===== config.mk =====
export PLATFORM = sky130hd
export DESIGN_NAME = uart_rx_fifo_flow_control_core
export DESIGN_NICKNAME = d
export VERILOG_FILES = /design/src/design/urxf_pkg.sv /design/src/design/urxf_ctrl.sv /design/src/design/urxf_dpath.sv /design/src/design/uart_rx_fifo_flow_control_core.sv
export SDC_FILE = /design/constraint.sdc
export NUM_CORES = 1
export LEC_CHECK = 0
export BUFFER_PORTS_ARGS = -buffer_cell sky130_fd_sc_hd__clkbuf_2
export CAP_MARGIN = 20
export CORE_UTILIZATION = 35
export CTS_CLUSTER_DIAMETER = 120
export DETAILED_ROUTE_END_ITERATION = 10
export HOLD_SLACK_MARGIN = 0.05
export SYNTH_ARGS = -nofsm -noshare
export SYNTH_HDL_FRONTEND = slang
export SYNTH_SLANG_ARGS = --single-unit

===== constraint.sdc =====
create_clock -name clk -period 3.6 [get_ports clk]
set_input_delay 0 -clock clk [delete_from_list [all_inputs] [get_ports clk]]
set_output_delay 0 -clock clk [all_outputs]
set_load 0.02 [all_outputs]

===== src/design/urxf_pkg.sv =====
// Shared types and constants for the UART receive FIFO with clear-to-send flow control.
// No dependencies.
package urxf_pkg;

	localparam int unsigned DEPTH_DEFAULT = 64;

	localparam int unsigned THR_W = 7;
	localparam logic [THR_W-1:0] THR_RESET = 7'd58;

	localparam int unsigned KIND_W = 2;
	localparam logic [KIND_W-1:0] KIND_RECEIVE = 2'd0;
	localparam logic [KIND_W-1:0] KIND_READ    = 2'd1;
	localparam logic [KIND_W-1:0] KIND_PUSH    = 2'd2;

	localparam int unsigned IN_W  = 8;
	localparam int unsigned OUT_W = 16;

	typedef struct packed {
		logic accept;
		logic load_rd;
	} urxf_cmd_t;

	typedef struct packed {
		logic pop;
	} urxf_stat_t;

endpackage


===== src/design/urxf_ctrl.sv =====
// Controller for the UART receive FIFO: handshake sequencing and output valid.
// Depends on urxf_pkg.
module urxf_ctrl (
	input  logic                   clk,
	input  logic                   arst_n,
	input  logic                   s_tvalid,
	output logic                   s_tready,
	output logic                   m_tvalid,
	input  logic                   m_tready,
	input  urxf_pkg::urxf_stat_t   stat,
	output urxf_pkg::urxf_cmd_t    cmd
);
	import urxf_pkg::*;

	typedef enum logic [1:0] {
		S_IDLE = 2'b01,
		S_MEM  = 2'b10
	} state_t;

	state_t state_q;
	state_t state_n;
	logic   out_valid_q;

	assign s_tready    = (state_q == S_IDLE) && (!out_valid_q || m_tready);
	assign m_tvalid    = out_valid_q;
	assign cmd.accept  = s_tvalid && s_tready;
	assign cmd.load_rd = (state_q == S_MEM);

	always_comb begin
		state_n = state_q;
		case (state_q)
			S_IDLE: begin
				if (cmd.accept && stat.pop) begin
					state_n = S_MEM;
				end
			end
			S_MEM: begin
				state_n = S_IDLE;
			end
			default: begin
				state_n = S_IDLE;
			end
		endcase
	end

	always_ff @(posedge clk or negedge arst_n) begin
		if (!arst_n) begin
			state_q     <= S_IDLE;
			out_valid_q <= 1'b0;
		end else begin
			state_q <= state_n;
			if ((cmd.accept && !stat.pop) || cmd.load_rd) begin
				out_valid_q <= 1'b1;
			end else if (m_tready) begin
				out_valid_q <= 1'b0;
			end
		end
	end

	a_mem_one_cycle: assert property (@(posedge clk) disable iff (!arst_n)
		state_q == S_MEM |=> state_q == S_IDLE)
		else $error("memory wait state lasted more than one cycle");

	a_mem_gives_word: assert property (@(posedge clk) disable iff (!arst_n)
		state_q == S_MEM |=> m_tvalid)
		else $error("pop did not produce an output word");

	a_direct_word: assert property (@(posedge clk) disable iff (!arst_n)
		cmd.accept && !stat.pop |=> m_tvalid && state_q == S_IDLE)
		else $error("non-pop word not presented next cycle");

endmodule


===== src/design/urxf_dpath.sv =====
// Datapath for the UART receive FIFO: byte store, pointers, fill count, push-back slot,
// clear-to-send and output register. Depends on urxf_pkg.
module urxf_dpath #(
	parameter int unsigned FIFO_DEPTH = urxf_pkg::DEPTH_DEFAULT
) (
	input  logic                          clk,
	input  logic                          arst_n,
	input  logic [urxf_pkg::IN_W-1:0]     s_tdata,
	input  logic [urxf_pkg::KIND_W-1:0]   s_tuser,
	output logic [urxf_pkg::OUT_W-1:0]    m_tdata,
	input  logic                          cfg_valid,
	input  logic                          cfg_ready,
	input  logic [urxf_pkg::THR_W-1:0]    cfg_data,
	input  urxf_pkg::urxf_cmd_t           cmd,
	output urxf_pkg::urxf_stat_t          stat
);
	import urxf_pkg::*;

	localparam int unsigned PW = $clog2(FIFO_DEPTH);
	localparam int unsigned CW = $clog2(FIFO_DEPTH + 1);
	localparam int unsigned XW = (CW > THR_W) ? CW + 1 : THR_W + 1;
	localparam logic [PW-1:0] LAST_PTR = PW'(FIFO_DEPTH - 1);
	localparam logic [CW-1:0] FULL_CNT = CW'(FIFO_DEPTH);

	logic [7:0]       mem [FIFO_DEPTH];
	logic [7:0]       rd_q;
	logic [PW-1:0]    rp_q;
	logic [PW-1:0]    wp_q;
	logic [CW-1:0]    fill_q;
	logic [CW-1:0]    fill_n;
	logic [CW-1:0]    fill_inc;
	logic [CW-1:0]    fill_dec;
	logic             cts_q;
	logic             cts_n;
	logic [7:0]       pushed_byte_q;
	logic             pushed_full_q;
	logic             pushed_full_n;
	logic [THR_W-1:0] thr_q;

	logic [7:0] out_byte_q;
	logic       out_rv_q;
	logic       out_drop_q;
	logic       out_cts_q;
	logic       out_av_q;

	logic [KIND_W-1:0] kind;
	logic [7:0]        din;
	logic is_rx, is_rd, is_push;
	logic fifo_full, fifo_empty;
	logic do_store, do_slot, do_pop;

	assign kind = s_tuser;
	assign din  = s_tdata[7:0];

	always_comb begin
		is_rx      = (kind == KIND_RECEIVE);
		is_rd      = (kind == KIND_READ);
		is_push    = (kind == KIND_PUSH);
		fifo_full  = (fill_q == FULL_CNT);
		fifo_empty = (fill_q == '0);
		do_store   = is_rx && !fifo_full;
		do_slot    = is_rd && pushed_full_q;
		do_pop     = is_rd && !pushed_full_q && !fifo_empty;
		fill_inc   = fill_q + CW'(1);
		fill_dec   = fill_q - CW'(1);

		fill_n = fill_q;
		cts_n  = cts_q;
		if (do_store) begin
			fill_n = fill_inc;
			if (XW'(fill_inc) >= XW'(thr_q)) begin
				cts_n = 1'b0;
			end
		end else if (do_pop) begin
			fill_n = fill_dec;
			if (XW'(fill_dec) < XW'(thr_q)) begin
				cts_n = 1'b1;
			end
		end

		pushed_full_n = pushed_full_q;
		if (is_push) begin
			pushed_full_n = 1'b1;
		end else if (do_slot) begin
			pushed_full_n = 1'b0;
		end
	end

	assign stat.pop = do_pop;

	always_ff @(posedge clk or negedge arst_n) begin
		if (!arst_n) begin
			rp_q          <= '0;
			wp_q          <= '0;
			fill_q        <= '0;
			cts_q         <= 1'b1;
			pushed_byte_q <= '0;
			pushed_full_q <= 1'b0;
			thr_q         <= THR_RESET;
		end else begin
			if (cfg_valid && cfg_ready) begin
				thr_q <= cfg_data;
			end
			if (cmd.accept) begin
				fill_q        <= fill_n;
				cts_q         <= cts_n;
				pushed_full_q <= pushed_full_n;
				if (do_store) begin
					wp_q <= (wp_q == LAST_PTR) ? '0 : wp_q + PW'(1);
				end
				if (do_pop) begin
					rp_q <= (rp_q == LAST_PTR) ? '0 : rp_q + PW'(1);
				end
				if (is_push) begin
					pushed_byte_q <= din;
				end else if (do_slot) begin
					pushed_byte_q <= '0;
				end
			end
		end
	end

	always_ff @(posedge clk) begin
		if (cmd.accept && do_store) begin
			mem[wp_q] <= din;
		end
		rd_q <= mem[rp_q];
	end

	always_ff @(posedge clk) begin
		if (cmd.accept) begin
			out_byte_q <= do_slot ? pushed_byte_q : 8'h00;
			out_rv_q   <= do_slot || do_pop;
			out_drop_q <= is_rx && fifo_full;
			out_cts_q  <= cts_n;
			out_av_q   <= pushed_full_n || (fill_n != '0);
		end else if (cmd.load_rd) begin
			out_byte_q <= rd_q;
		end
	end

	assign m_tdata = {4'b0000, out_av_q, out_cts_q, out_drop_q, out_rv_q, out_byte_q};

	a_fill_bound: assert property (@(posedge clk) disable iff (!arst_n)
		fill_q <= FULL_CNT)
		else $error("fill count above depth");

	a_ptr_match: assert property (@(posedge clk) disable iff (!arst_n)
		(fill_q == '0 || fill_q == FULL_CNT) |-> rp_q == wp_q)
		else $error("pointers disagree with fill count");

	a_store_count: assert property (@(posedge clk) disable iff (!arst_n)
		cmd.accept && do_store |=> fill_q == $past(fill_inc))
		else $error("store did not advance fill count");

endmodule


===== src/design/uart_rx_fifo_flow_control_core.sv =====
// Top level of the UART receive FIFO with clear-to-send flow control.
// Depends on urxf_pkg, urxf_ctrl and urxf_dpath.
//
// Input stream (s_*): one word per event. s_tuser carries the kind (receive, read,
// push back), s_tdata the received or pushed-back byte. Output stream (m_*): one word
// per accepted input word, in order. Config channel (cfg_*): flow threshold, always ready.
// The user writes it only while the block is idle; the block does not enforce this.
// Receive, push back, push-back slot read and empty read give their word in the cycle
// after accept. A FIFO pop first passes through the registered read of the byte store and
// the memory wait state, then its word is loaded into the output register.
// Throughput: one word per cycle for everything but pops, while the sink takes each word;
// a pop is followed by the memory wait state, in which no new word is taken. The next word
// is taken while the output word is being handed off.
// Reset: store empty, clear-to-send high, push-back slot empty, threshold 58. The
// store contents are not cleared. When the sink stalls, the output word holds and no
// new input word is accepted until it is taken.
module uart_rx_fifo_flow_control_core #(
	parameter int unsigned FIFO_DEPTH = urxf_pkg::DEPTH_DEFAULT
) (
	input  logic                          clk,
	input  logic                          arst_n,
	input  logic                          s_tvalid,
	output logic                          s_tready,
	input  logic [urxf_pkg::IN_W-1:0]     s_tdata,  // [7:0] data_byte
	input  logic [urxf_pkg::KIND_W-1:0]   s_tuser,  // [1:0] kind
	output logic                          m_tvalid,
	input  logic                          m_tready,
	// [7:0] read_byte, [8] read_valid, [9] dropped, [10] clear_to_send,
	// [11] data_available, [15:12] zero
	output logic [urxf_pkg::OUT_W-1:0]    m_tdata,
	input  logic                          cfg_valid,
	output logic                          cfg_ready,
	input  logic [urxf_pkg::THR_W-1:0]    cfg_data  // [6:0] flow_threshold
);
	import urxf_pkg::*;

	urxf_cmd_t  cmd;
	urxf_stat_t stat;

	assign cfg_ready = 1'b1;

	urxf_ctrl u_ctrl (
		.clk      (clk),
		.arst_n   (arst_n),
		.s_tvalid (s_tvalid),
		.s_tready (s_tready),
		.m_tvalid (m_tvalid),
		.m_tready (m_tready),
		.stat     (stat),
		.cmd      (cmd)
	);

	urxf_dpath #(
		.FIFO_DEPTH (FIFO_DEPTH)
	) u_dpath (
		.clk       (clk),
		.arst_n    (arst_n),
		.s_tdata   (s_tdata),
		.s_tuser   (s_tuser),
		.m_tdata   (m_tdata),
		.cfg_valid (cfg_valid),
		.cfg_ready (cfg_ready),
		.cfg_data  (cfg_data),
		.cmd       (cmd),
		.stat      (stat)
	);

endmodule


### Word level (Yosys, flattened, before mapping)

Memories as Yosys holds them, arrays and structs flattened. A register that Yosys moved wholly into a read port is not among the register bits.
Index checks and enable logic that the tools add are counted.

| word-level totals | value |
|---|---|
| register bits after elaboration | 51 |
| latch bits | 0 |
| bits in writable memories | 512 |
| memory bits (read-only) | 0 |
| output and inout port bits | 19 |
| word-level logic and storage cells | 78 |
| memories kept | 1 |

| operators by class | value |
|---|---|
| add/sub/neg operators | 4 |
| $mul | 0 |
| divide/modulo/power cells | 0 |
| magnitude comparators | 2 |
| equality and inequality tests | 8 |
| shifts and indexed selects | 0 |
| muxes and demuxes | 21 |
| bitwise gates (word level) | 0 |
| reductions and logical operators | 28 |

Memories:

| memory | words | width | read ports | clocked after memory_dff | wr ports | line | text |
|---|---|---|---|---|---|---|---|
| u_dpath.mem | 64 | 8 | 1 | 1 | 1 | urxf_dpath.sv:25 | `logic [7:0] mem [FIFO_DEPTH];` |

Operators by type and width:

| cell | number |
|---|---|
| 8-bit two-way mux | 5 |
| 7-bit two-way mux | 2 |
| 6-bit by 1-bit adder with 6-bit output (second input constant) | 2 |
| 6-bit == test (second input constant) | 2 |
| 6-bit two-way mux | 2 |
| 1-bit logical AND | 10 |
| 1-bit two-way mux | 10 |
| 7-bit by 1-bit adder with 7-bit output (second input constant) | 1 |
| 7-bit == test (second input constant) | 1 |
| 7-bit greater-or-equal comparator | 1 |
| 7-bit zero test | 1 |
| 7-bit less-than comparator | 1 |
| 7-bit nonzero test | 1 |
| 7-bit by 1-bit subtractor with 7-bit output (second input constant) | 1 |
| 2-bit AND reduction | 3 |
| 2-bit nonzero test | 3 |
| 1-bit zero test | 5 |
| 2-bit by 1-bit == test with 1-bit output (second input constant) | 2 |
| 2-bit == test (second input constant) | 2 |
| 1-bit logical OR | 4 |
| 2-bit two-way mux | 2 |
| 2-bit zero test | 1 |
| 2-bit inequality test (second input constant) | 1 |

### Logic depth before layout (Yosys ltp)

Gate-level depths: netlist of the first run.

| logic depth | value |
|---|---|
| depth after elaboration | 7 |
| depth in mapped cells | 11 |

### By module

From an unflattened synthesis of the first run, not the netlist that was laid out.

| second synthesis, totals | value |
|---|---|
| cell total of the unflattened synthesis | 1228 |
| area, all modules | 23107.2 µm² |

Modules (own cells, without submodules):

| module | times used | cells each | area each (µm²) | seq. area each (µm²) |
|---|---|---|---|---|
| urxf_dpath | 1 | 1213 | 22955.8 | 16802.4 |
| urxf_ctrl | 1 | 13 | 140.1 | 76.3 |
| uart_rx_fifo_flow_control_core | 1 | 2 | 11.3 | 0.0 |

### Least setup slack after synthesis of the first run

No wires, ideal clock.

| path | value |
|---|---|
| path type | reg2reg |
| start | reg u_dpath.fill_q[0] |
| end | mem u_dpath.mem[27][0] (enable) |
| arrival | 1.982 ns |
| data required time | 3.229 ns |
| path slack | 1.248 ns |
| stages on the path, launching flop included | 8 |
| buffers on the path | 0 |
| clock period less this slack | 2.352 ns |
| cells stage by stage | dfrtp_1 -> inv_1 -> ha_1 -> nand3b_1 -> o21ai_1 -> nor3_1 -> nand3_1 -> nor2_1 |

| between the ends | value |
|---|---|
| longest elaborated chain between the ends | 6 |

Ends and longest elaborated chain:

| item | line | text |
|---|---|---|
| start: declaration | urxf_dpath.sv:29 | `logic [CW-1:0] fill_q;` |
| start signal: assignment | urxf_dpath.sv:105 | `fill_q <= fill_n;` |
| 7-bit == test | urxf_dpath.sv:59 | `fifo_full = (fill_q == FULL_CNT);` |
| 1-bit zero test | urxf_dpath.sv:61 | `do_store = is_rx && !fifo_full;` |
| 1-bit logical AND | urxf_dpath.sv:61 |  |
| 1-bit logical AND | urxf_dpath.sv:124 | `if (cmd.accept && do_store) begin` |
| 1-bit two-way mux | urxf_dpath.sv:124 |  |
| 1-bit two-way mux (not written as such) | urxf_dpath.sv:125 | `mem[wp_q] <= din;` |
| end: declaration | urxf_dpath.sv:25 |  |

No other way between the ends.

### Worst setup path in the final report of the first run

| path | value |
|---|---|
| start | reg u_dpath.fill_q[0] |
| end | mem u_dpath.mem[2][0] (enable) |

Same word-level chain as after synthesis.

==> run metrics, run 1 <==
setup skew after layout 0.0183 ns; setup repair after global routing missed its margin no; clock latency reported for the late side of the worst-skew pair 0.63 ns; Final Hold Vio Count 0; number of flip-flops and latches in the synthesized netlist 571; maximum clock insertion buffer count 3; Unique masters post-synth 66; residual DRC count 0; mean area per synthesized cell 19.1 um^2; Slew Viols, Final 0; first-pass GRT wire length 78000 um; type of the worst min-delay path in2reg; layout cells sized above 1 26.0%; highest attainable clock frequency 316 MHz; critical path class reg2reg; data arrival time at the worst-slack endpoint ~3.4 ns; area share of the leading cell type in the synthesized netlist 69.2%; startpoint kind of the worst setup timing path register; Max FO, Critical Path 8; Pre-Repair DR Iteration Count 8; Area contributors post-synth edfxtp_1, mux4_2, dfrtp_1; total of max-cap violations 0; setup violators final 0; Boundary Pins 41; result of the run finished clean; Synth Flop Type edfxtp_1; total routed wirelength about 52000 um; post-synth design cell area 0.0227 mm^2; Syn Inst Count 1193; PortBufs 35; transition at the pin with the smallest max-transition slack 1.05 ns; Storage cell area between 0.015 and 0.02 mm^2; total design power 18.2 mW; Total Die Area between 0.06 and 0.07 mm^2; worst vdd rail ir drop 0.394 mV; most repeated cell in the gate-level netlist after synthesis edfxtp_1; detailed-route vias per instance 5.28; post-CTS repair timing setup buffer count 0; fin crit share 87.9%; clock tree from TritonCTS yes; number of antenna diodes 0; Layout area overhead 16.5%; number of CTS-inserted buffers 55; overall via count from detail_route 11800; top cells by count, synth edfxtp_1, mux4_2, nor2_1; WL per Instance between 20 and 25 um; worst slew margin relative to its limit 29.7%; final period demand of the worst path 3.16 ns; clock tree root driver cell clkbuf_16; overflow left after global routing 0; critical path required time 3.86 ns; total half-perimeter wirelength after legalization and detailed placement ~33000 um; standby leakage power 8.61 nW; FFs w/ async S/R, synth 6.83%; final antenna-violating net count 0; die outline height 257 um; nature of the critical path endpoint register; clock slew at reported path FFs 0.07 ns; count of flip-flops with a built-in enable after synthesis 524; number of filler cells placed in the layout between 5000 and 6000; number of nets in the layout 1377; Std-Cell Core Area 0.0643 mm^2; worst hold margin between 0.06 and 0.07 ns; footprint of the multi-input gates 0.00537 mm^2; total power per unit cell area 688 mW/mm^2; number of H-tree branching levels 2; weighted congestion at the end of routability-driven global placement 0.836; floorplan row count 93; via count of the first global-routing pass 11900; final setup TNS 0 ns; initial antenna violation count 0; proportion of synthesized chip area in sequential cells between 70 and 80%; violation count after the first detailed-route iteration 1182; All-Layer GR Usage 15.9%; CTS sink cnt 571; floorplan die width between 200 and 300 um; maximum number of pins on one net before global-route repair 66; Yosys warning count 0; Yosys top cell by area edfxtp_1; starting density of the core approximately a third
==> timing repair <==
| action | CTS | global route |
|---|---|---|
| gates resized for setup | 0 | 5 |
| setup endpoints to repair | 0 | 80 |
| hold buffers | 28 | 1 |
| hold endpoints to repair | 63 | 10 |
==> report_power, final <==
group | switching [mW] | total, mW | internal, mW | leakage (nW)
logic | 2.37 | 4.37 | 2.00 | 2.42
clock network | 2.49 | 6.06 | 3.57 | 0.925
registers | 0.307 | 7.78 | 7.47 | 5.26
==> routing by layer <==
layer / part of all wire [%] / global-route usage, % / wire length (um)
met5: 0 / 0 / 0
met2: 47 / 24.7 / 24400
met3: 6.8 / 2.74 / 3550
met1: 45 / 23.1 / 23400
met4: 1.8 / 4.56 / 964
==> cell type report <==
type | count | share of cell area, %
clock buffer | 73 | 5.61
inverter | 17 | 0.241
sequential | 571 | 63.8
clock inverter | 29 | 1.57
multi-input combinational | 538 | 20.3
timing repair buffer | 154 | 4.50
tap | 855 | 4.04
==> per-stage QoR <==
step	instance area [um^2]	worst slack, ns	utilization, %	instances
6_report	26500	0.437	41.1	2237
3_5_place_dp	24300	0.157	37.7	2105
4_1_cts	26400	0.154	41.1	2235
2_1_floorplan	22700	1.25	-	1196
3_3_place_gp	24300	0.269	37.7	2105
5_1_grt	26500	0.287	41.1	2237
==> cell families (layout without fill, tap and decap cells) <==
| group | after synthesis | after routing | share of synthesized area, % |
|---|---|---|---|
| xor+xnor | 17 | 17 | 0.655 |
| flops | 571 | 571 | 74.2 |
| other cells | 2 | 5 | 0.0330 |
| buf+inv | 87 | 273 | 2.26 |
| fa+ha+maj | 18 | 18 | 0.991 |
| mux | 132 | 132 | 12.9 |
| compound gates | 150 | 150 | 4.55 |
| simple gates | 216 | 216 | 4.34 |
==> layout by cell type (no fill, tap or decap), drive strengths merged, types with 8 or more instances in the layout <==
cell	count
nand3	19
o22ai	53
clkinv	17
nand2	61
buf	90
o22a	8
bufinv	9
ha	18
dfrtp	33
nor4	8
o21ai	25
dlygate4sd3	29
nor2	89
inv	19
edfxtp	524
xnor2	11
clkbuf	108
a21oi	16
mux4	129
dfxtp	8
==> state kept, by name, summed over array words and instances, names as in the netlist <==
register and flops:
u_dpath.mem 512, u_dpath.out_byte_q 8, u_dpath.pushed_byte_q 8, u_dpath.rd_q 8
u_dpath.fill_q 7, u_dpath.thr_q 7, u_dpath.rp_q 6, u_dpath.wp_q 6
u_ctrl.state_q 2, u_ctrl.m_tvalid 1, u_dpath.cts_q 1, u_dpath.out_av_q 1
u_dpath.out_cts_q 1, u_dpath.out_drop_q 1, u_dpath.out_rv_q 1, u_dpath.pushed_full_q 1
==> final timing paths <==
check	from	endpoint	slack [ns]	cells after the start
setup / recovery	u_dpath.fill_q[0]	u_dpath.mem[2][0]	0.44	7
hold / removal	s_tdata[5]	u_dpath.mem[34][5]	0.06	2
setup reg to reg	u_dpath.fill_q[0]	u_dpath.mem[2][0]	0.44	7
min in group asynchronous	arst_n	u_dpath.pushed_byte_q[6]	0.34	3
hold reg to reg	u_dpath.rd_q[1]	u_dpath.out_byte_q[1]	0.50	2
max in group asynchronous	arst_n	u_dpath.thr_q[5]	2.70	4
==> critical path, stage by stage (launching register included) <==
cell      delay [ns]
dfrtp_1         0.46
inv_1           0.14
ha_1            0.26
nand3b_1        0.19
o21ai_1         0.13
nor3_2          0.41
nand2_1         0.52
nor2_1          0.67
Power figures use the tool's default switching activity.
==> run 2: changes to the inputs <==
--- a/config.mk
+++ b/config.mk
@@ -5,6 +5,7 @@
 export SDC_FILE = /design/constraint.sdc
 export NUM_CORES = 1
 export LEC_CHECK = 0
+export ABC_CLOCK_PERIOD_IN_PS = 3670
 export BUFFER_PORTS_ARGS = -buffer_cell sky130_fd_sc_hd__clkbuf_2
 export CAP_MARGIN = 20
 export CORE_UTILIZATION = 35
==> constraint.sdc (replaced) <==
create_clock -name clk -period 3.67 [get_ports clk]
set_input_delay 0 -clock clk [delete_from_list [all_inputs] [get_ports clk]]
set_output_delay 0 -clock clk [all_outputs]
set_load 0.02 [all_outputs]
==> run 2 against run 1 <==
Critical path depth down 1. Clock-buffer cell count down 5. Worst hold slack better by 0.025 ns. Clock power down 7.1%. First-iteration DRC count down 16%. Utilization about the same. Register-to-register slack better by 0.45 ns. Via count up 0.29%. Non-clock buffer count up 9. Largest cell class unchanged.
==> run metrics, run 2 (synthesis gave the netlist of run 1 again) <==
Std-Cell Core Area 0.0643 mm^2 (unchanged); overflow left after global routing 0 (unchanged); data arrival time at the worst-slack endpoint 3.23 ns (was 3.42 ns); first-pass GRT wire length 79000 um (was 78000 um); total power per unit cell area 662 mW/mm^2 (was 688 mW/mm^2); nature of the critical path endpoint register (unchanged); critical path class reg2reg (unchanged); worst slew margin relative to its limit 29.7% (about the same); number of nets in the layout 1389 (was 1377); floorplan die width 257 um (unchanged); via count of the first global-routing pass 12100 (was 11900); maximum clock insertion buffer count 3 (unchanged); Final Worst Setup Slack 0.888 ns (was 0.437 ns); reg2reg setup slack 0.89 ns (was 0.44 ns); post-layout utilization of the core 41.1% (about the same); layout cells sized above 1 26.2% (was 26.0%); violation count after the first detailed-route iteration 995 (was 1182); result of the run finished clean (unchanged); final setup TNS 0 ns (unchanged); maximum number of pins on one net before global-route repair 51 (was 66); critical path required time 4.12 ns (was 3.86 ns); Total Die Area 0.0660 mm^2 (unchanged); highest routed metal layer met4 (unchanged); clock tree from TritonCTS yes (unchanged); routed wire length on met3 3560 um (was 3550 um); initial antenna violation count 0 (unchanged); setup violators final 0 (unchanged); number of placed instances with taps included 2115 (was 2105); residual DRC count 0 (unchanged); WL met1 23000 um (was 23400 um); Final Hold Vio Count 0 (unchanged); total of max-cap violations 0 (unchanged); Boundary Pins 41 (unchanged); type of the worst min-delay path in2reg (unchanged); total design power 17.5 mW (was 18.2 mW); WL per Instance 23.3 um (was 23.4 um); number of H-tree branching levels 2 (unchanged); Layout area overhead 16.4% (was 16.5%); number of filler cells placed in the layout 5631 (was 5674); transition at the pin with the smallest max-transition slack 1.05 ns (about the same); startpoint kind of the worst setup timing path register (unchanged); post-CTS repair timing setup buffer count 0 (unchanged); All-Layer GR Usage 16.1% (was 15.9%); highest-count cells in the layout ignoring fill and taps edfxtp_1, mux4_2, buf_4 (unchanged); die outline height 257 um (unchanged); highest attainable clock frequency 359 MHz (was 316 MHz); final period demand of the worst path 2.78 ns (was 3.16 ns); total routed wirelength 52500 um (was 52300 um); PortBufs 35 (unchanged); detailed-route vias per instance 5.26 (was 5.28); Max FO, Critical Path 30 (was 8); most common cell after layout, fill and taps aside edfxtp_1 (unchanged); starting density of the core 35.3% (unchanged); number of antenna diodes 0 (unchanged); clock slew at reported path FFs 0.07 ns (about the same); clock tree root driver cell clkbuf_16 (unchanged); Setup WS pre-CTS 0.926 ns (was 0.157 ns); flip-flop count of the largest register, all copies and words added 512 (unchanged); standby leakage power 8.63 nW (was 8.61 nW); clock latency reported for the late side of the worst-skew pair 0.63 ns (about the same); setup skew after layout 0.0254 ns (was 0.0183 ns); Pre-Repair DR Iteration Count 7 (was 8); final antenna-violating net count 0 (unchanged); Slew Viols, Final 0 (unchanged); length of routed met2 wiring 24600 um (was 24400 um); weighted congestion at the end of routability-driven global placement 0.871 (was 0.836); setup repair after global routing missed its margin no (unchanged); Final Non-Filler Cells 2252 (was 2237); overall via count from detail_route 11900 (was 11800); register bank with the most flops u_dpath.mem (unchanged); CTS sink cnt 571 (unchanged); number of CTS-inserted buffers 58 (was 55); fin crit share 75.8% (was 87.9%); worst vdd rail ir drop 0.378 mV (was 0.394 mV); floorplan row count 93 (unchanged); total half-perimeter wirelength after legalization and detailed placement 33300 um (about the same)
-- run 2: worst max-delay path: stages, from the launching register on --
cell and delay (ns):
dfrtp_4 0.69, buf_12 0.29, buf_4 0.24, mux4_2 0.25, o22a_1 0.19, o221ai_1 0.22
o41ai_1 0.68
-- run 2: layout make-up --
| class | count | area, um^2 | area share [%] |
|---|---|---|---|
| Clock inverter | 40 | 299 | 1.13 |
| Tap cell | 855 | 1070 | 4.04 |
| Inverter | 17 | 63.8 | 0.241 |
| Timing Repair Buffer | 163 | 1270 | 4.81 |
| Sequential cell | 571 | 16900 | 63.8 |
| Clock buffer | 68 | 1510 | 5.71 |
| Multi-Input combinational cell | 538 | 5350 | 20.2 |
-- run 2: routing by layer --
| metal | global-route usage (%) | vias up |
|---|---|---|
| met5 | 0 | - |
| met2 | 25.1 | 453 |
| met4 | 5.24 | 0 |
| met3 | 2.92 | 87 |
| li1 | - | 5165 |
| met1 | 22.9 | 6150 |
-- run 2: timing repair --
action | 4_1_cts | 5_1_grt
gates resized for setup | 0 | 0
hold buffers | 25 | 2
endpoints found under the hold margin | 58 | 16
-- run 2: path summary, 6_finish.rpt --
kind	from	end	cells past startpoint
hold / removal	s_tvalid	u_dpath.fill_q[5]	4
max in group asynchronous	arst_n	u_dpath.cts_q	4
setup reg to reg	u_dpath.rp_q[0]	u_dpath.rd_q[0]	6
hold reg to reg	u_dpath.wp_q[2]	u_dpath.wp_q[2]	1
min in group asynchronous	arst_n	u_ctrl.m_tvalid	3
setup / recovery	u_dpath.rp_q[0]	u_dpath.rd_q[0]	6
-- run 2: power breakdown --
group	internal (mW)	leakage, nW	total [mW]	switching, mW
clock	3.15	0.883	5.63	2.48
sequential	7.33	5.26	7.65	0.319
combinational	1.98	2.48	4.24	2.26
-- run 2: through the flow --
step           area [um^2]  hold WS, ns
4_1_cts              26400       0.0569
6_report             26500       0.0895
5_1_grt              26500       0.0971
3_5_place_dp         24300        0.216
3_3_place_gp         24300        0.211
2_1_floorplan        22700       -0.296
==> run 3: changes to the inputs <==
--- a/config.mk
+++ b/config.mk
@@ -5,7 +5,8 @@
 export SDC_FILE = /design/constraint.sdc
 export NUM_CORES = 1
 export LEC_CHECK = 0
-export ABC_CLOCK_PERIOD_IN_PS = 3670
+export ABC_AREA = 1
+export ABC_CLOCK_PERIOD_IN_PS = 2580
 export BUFFER_PORTS_ARGS = -buffer_cell sky130_fd_sc_hd__clkbuf_2
 export CAP_MARGIN = 20
 export CORE_UTILIZATION = 35
==> constraint.sdc (replaced) <==
create_clock -name clk -period 2.58 [get_ports clk]
set_input_delay 0 -clock clk [delete_from_list [all_inputs] [get_ports clk]]
set_output_delay 0 -clock clk [all_outputs]
set_load 0.02 [all_outputs]
==> run 3 against run 2 <==
Highest routed layer unchanged. Clock-buffer cell count increased by 3. Largest power group unchanged. Final cell count increased by 46%. Clock skew decreased by 0.0028 ns. Critical endpoint is now u_dpath.mem[57][0].
==> run metrics, run 3 <==
final antenna-violating net count 0 (unchanged); FF-to-FF Start u_dpath.fill_q[0] (was u_dpath.rp_q[0]); setup violators final 0 (unchanged); final setup TNS 0 ns (unchanged); maximum clock insertion buffer count 3 (unchanged); CTS sink cnt 571 (unchanged); register bank with the most flops u_dpath.mem (unchanged); switch share 37.3% (was 28.8%); clock tree from TritonCTS yes (unchanged); data arrival time at the worst-slack endpoint 2.67 ns (was 3.23 ns); post-synth design cell area 0.0243 mm^2 (was 0.0227 mm^2); Worst R2R End u_dpath.mem[57][0] (was u_dpath.rd_q[0]); overall via count from detail_route 16900 (was 11900); Synth Flop Type edfxtp_1 (unchanged); flip-flop count of the largest register, all copies and words added 512 (unchanged); floorplan row count 96 (was 93); internal cell power 17.9 mW (was 12.5 mW); highest attainable clock frequency 426 MHz (was 359 MHz); total routed wirelength 63900 um (was 52500 um); number of nets in the layout 2354 (was 1389); final period demand of the worst path 2.35 ns (was 2.78 ns); residual DRC count 0 (unchanged); overflow left after global routing 0 (unchanged); number of antenna diodes 0 (unchanged); Resized cells post-CTS 0 (unchanged); Max FO, Critical Path 8 (was 30); most common cell after layout, fill and taps aside edfxtp_1 (unchanged); worst hold margin 0.220 ns (was 0.0895 ns); type of the worst min-delay path in2reg (unchanged); nature of the critical path endpoint register (unchanged); CP max stage cell dfrtp_1 (was dfrtp_4); die outline height 265 um (was 257 um); Yosys warning count 0 (unchanged); Hold Path Cell Cnt 1 (was 4); startpoint kind of the worst setup timing path register (unchanged); detailed-route vias per instance 5.14 (was 5.26); initial antenna violation count 0 (unchanged); first-pass GRT wire length 97600 um (was 79000 um); mean area per synthesized cell 11.1 um^2 (was 19.1 um^2); Area contributors post-synth edfxtp_1, nand2_1, nor2_1 (was edfxtp_1, mux4_2, dfrtp_1); critical path class reg2reg (unchanged); layout cells sized above 1 11.6% (was 26.2%); transition at the pin with the smallest max-transition slack 0.977 ns (was 1.05 ns); violation count after the first detailed-route iteration 2106 (was 995); Setup WS pre-CTS 0.196 ns (was 0.926 ns); number of filler cells placed in the layout 6406 (was 5631); reg2reg setup slack 0.23 ns (was 0.89 ns); total design power 28.5 mW (was 17.5 mW); critical path required time 2.91 ns (was 4.12 ns); proportion of synthesized chip area in sequential cells 69.5% (was 74.2%); cells along the critical path inv_1, ha_1, nand2_1, nor2_1, nand2_2, nand2_4, nor2_8, nand2_2, inv_2, nand3_4, nor2_1, buf_4 (was buf_12, buf_4, mux4_2, o22a_1, o221ai_1, o41ai_1); count of flip-flops with a built-in enable after synthesis 524 (unchanged); setup repair after global routing missed its margin no (unchanged); clock slew at reported path FFs 0.06 ns (was 0.07 ns); worst hold path startpoint s_tdata[2] (was s_tvalid); Final Worst Setup Slack 0.234 ns (was 0.888 ns); worst slew margin relative to its limit 34.6% (was 29.7%); power spent charging and discharging nets 10.6 mW (was 5.05 mW); Final Hold Vio Count 0 (unchanged); total half-perimeter wirelength after legalization and detailed placement 39900 um (was 33300 um); number of flip-flops and latches in the synthesized netlist 571 (unchanged); All-Layer GR Usage 18.2% (was 16.1%); area share of the leading cell type in the synthesized netlist 64.8% (was 69.2%); floorplan die width 265 um (was 257 um); R2R cell count 12 (was 6); total power per unit cell area 1010 mW/mm^2 (was 662 mW/mm^2); Syn Inst Count 2181 (was 1193); clock share of power 27.3% (was 32.1%); starting density of the core 35.4% (was 35.3%); Total Die Area 0.0704 mm^2 (was 0.0660 mm^2); worst vdd rail ir drop 0.679 mV (was 0.378 mV); standby leakage power 10.4 nW (was 8.63 nW); Critical Path Max Stage Delay 0.35 ns (was 0.69 ns); result of the run finished clean (unchanged); share of power burned in registers 38.0% (was 43.7%); end of the worst hold path u_dpath.mem[38][2] (was u_dpath.fill_q[5]); Std-Cell Core Area 0.0686 mm^2 (was 0.0643 mm^2); Worst setup startpoint u_dpath.fill_q[0] (was u_dpath.rp_q[0]); weighted congestion at the end of routability-driven global placement 0.928 (was 0.871); Layout area overhead 16.0% (was 16.4%); total of max-cap violations 0 (unchanged); setup skew after layout 0.0225 ns (was 0.0254 ns); clock latency reported for the late side of the worst-skew pair 0.62 ns (was 0.63 ns); FFs w/ async S/R, synth 6.83% (unchanged); PortBufs 35 (unchanged); most repeated cell in the gate-level netlist after synthesis edfxtp_1 (unchanged); Unique masters post-synth 37 (was 66); number of H-tree branching levels 2 (unchanged); post-CTS repair timing setup buffer count 0 (unchanged); WL per Instance 19.4 um (was 23.3 um); top cells by count, synth edfxtp_1, nand2_1, nor2_1 (was edfxtp_1, mux4_2, nor2_1); fin crit share 90.9% (was 75.8%); maximum number of pins on one net before global-route repair 112 (was 51); highest-count cells in the layout ignoring fill and taps edfxtp_1, nand2_1, nor2_1 (was edfxtp_1, mux4_2, buf_4); via count of the first global-routing pass 16500 (was 12100); clock tree root driver cell clkbuf_16 (unchanged); Pre-Repair DR Iteration Count 5 (was 7); Slew Viols, Final 0 (unchanged); Combinational Power Share 34.7% (was 24.2%); number of CTS-inserted buffers 56 (was 58); Yosys top cell by area edfxtp_1 (unchanged); Boundary Pins 41 (unchanged)
==> run 3: cell types whose count changed after synthesis, sizes merged, moves of 53 or more <==
cell | before | now
inv | 16 | 105
mux4 | 129 | 0
nand2 | 61 | 458
nand3 | 19 | 165
nor2 | 89 | 402
o21ai | 25 | 239
o22ai | 53 | 0
==> run 3: stage by stage <==
step                util, %  cells  cell area, um^2
floorplan                 -   2184            24300
CTS                    41.0   3289            28100
detailed placement     38.0   3151            26100
finish                 41.0   3289            28100
global placement       38.0   3151            26100
global route           41.0   3289            28100
==> run 3: how the worst max path moves through the flow <==
stage	slack [ns]	endpoint
floorplan	0.17	u_dpath.mem[24][0]
finish	0.23	u_dpath.mem[57][0]
CTS	0.24	u_dpath.mem[57][7]
detailed placement	0.20	u_dpath.mem[24][3]
global placement	0.21	u_dpath.mem[57][0]
global route	0.09	u_dpath.mem[33][0]
==> run 3: cell families after synthesis <==
family,share of synthesized area [%]
and+or+nand+nor,17.4
muxes,0.0464
DFF,69.5
other,0.0309
buffers and inverters,4.58
AOI/OAI and AO/OA,7.14
adders and majority gates,0.928
xor gates and xnor gates,0.289
==> run 3: cell type report <==
type | count | area (um^2) | share of cell area (%)
repair buffers | 191 | 1660 | 5.90
flip-flops and latches | 571 | 16900 | 60.0
well taps | 931 | 1160 | 4.14
clock inverters | 31 | 215 | 0.765
multi-input cells | 1388 | 6290 | 22.4
inverters | 106 | 403 | 1.43
clock buffers | 71 | 1520 | 5.40
==> run 3: worst max-delay path, delay by kind of cell, from the launching register on <==
kind	cells	cell delay [ns]
simple gates	8	1.14
fa+ha+maj	1	0.21
buf+inv	3	0.38
flops	1	0.35
==> run 3: metal layers <==
metal / global-route usage, % / routed length [um] / part of all wire, % / up-vias
met4: 6.25 / 1860 / 2.9 / 0
met1: 26.2 / 28200 / 44 / 8206
li1: - / - / - / 7760
met2: 28.0 / 28700 / 45 / 812
met5: 0 / 0 / 0 / -
met3: 2.66 / 5200 / 8.1 / 112
==> run 3: power by group through the flow <==
stage	Sequential, mW	Combinational, mW	Clock (mW)
after floorplan	11.0	6.76	0
after CTS	10.9	9.83	7.89
after detailed placement	11.0	9.74	0
after global routing	10.9	11.0	8.27
after global placement	11.0	9.66	0
final	10.9	9.89	7.79
==> run 3: repair_timing <==
| action | in CTS | in global routing |
|---|---|---|
| setup endpoints to repair | 0 | 0 |
| hold endpoints to repair | 318 | 0 |
| hold buffers | 36 | 0 |
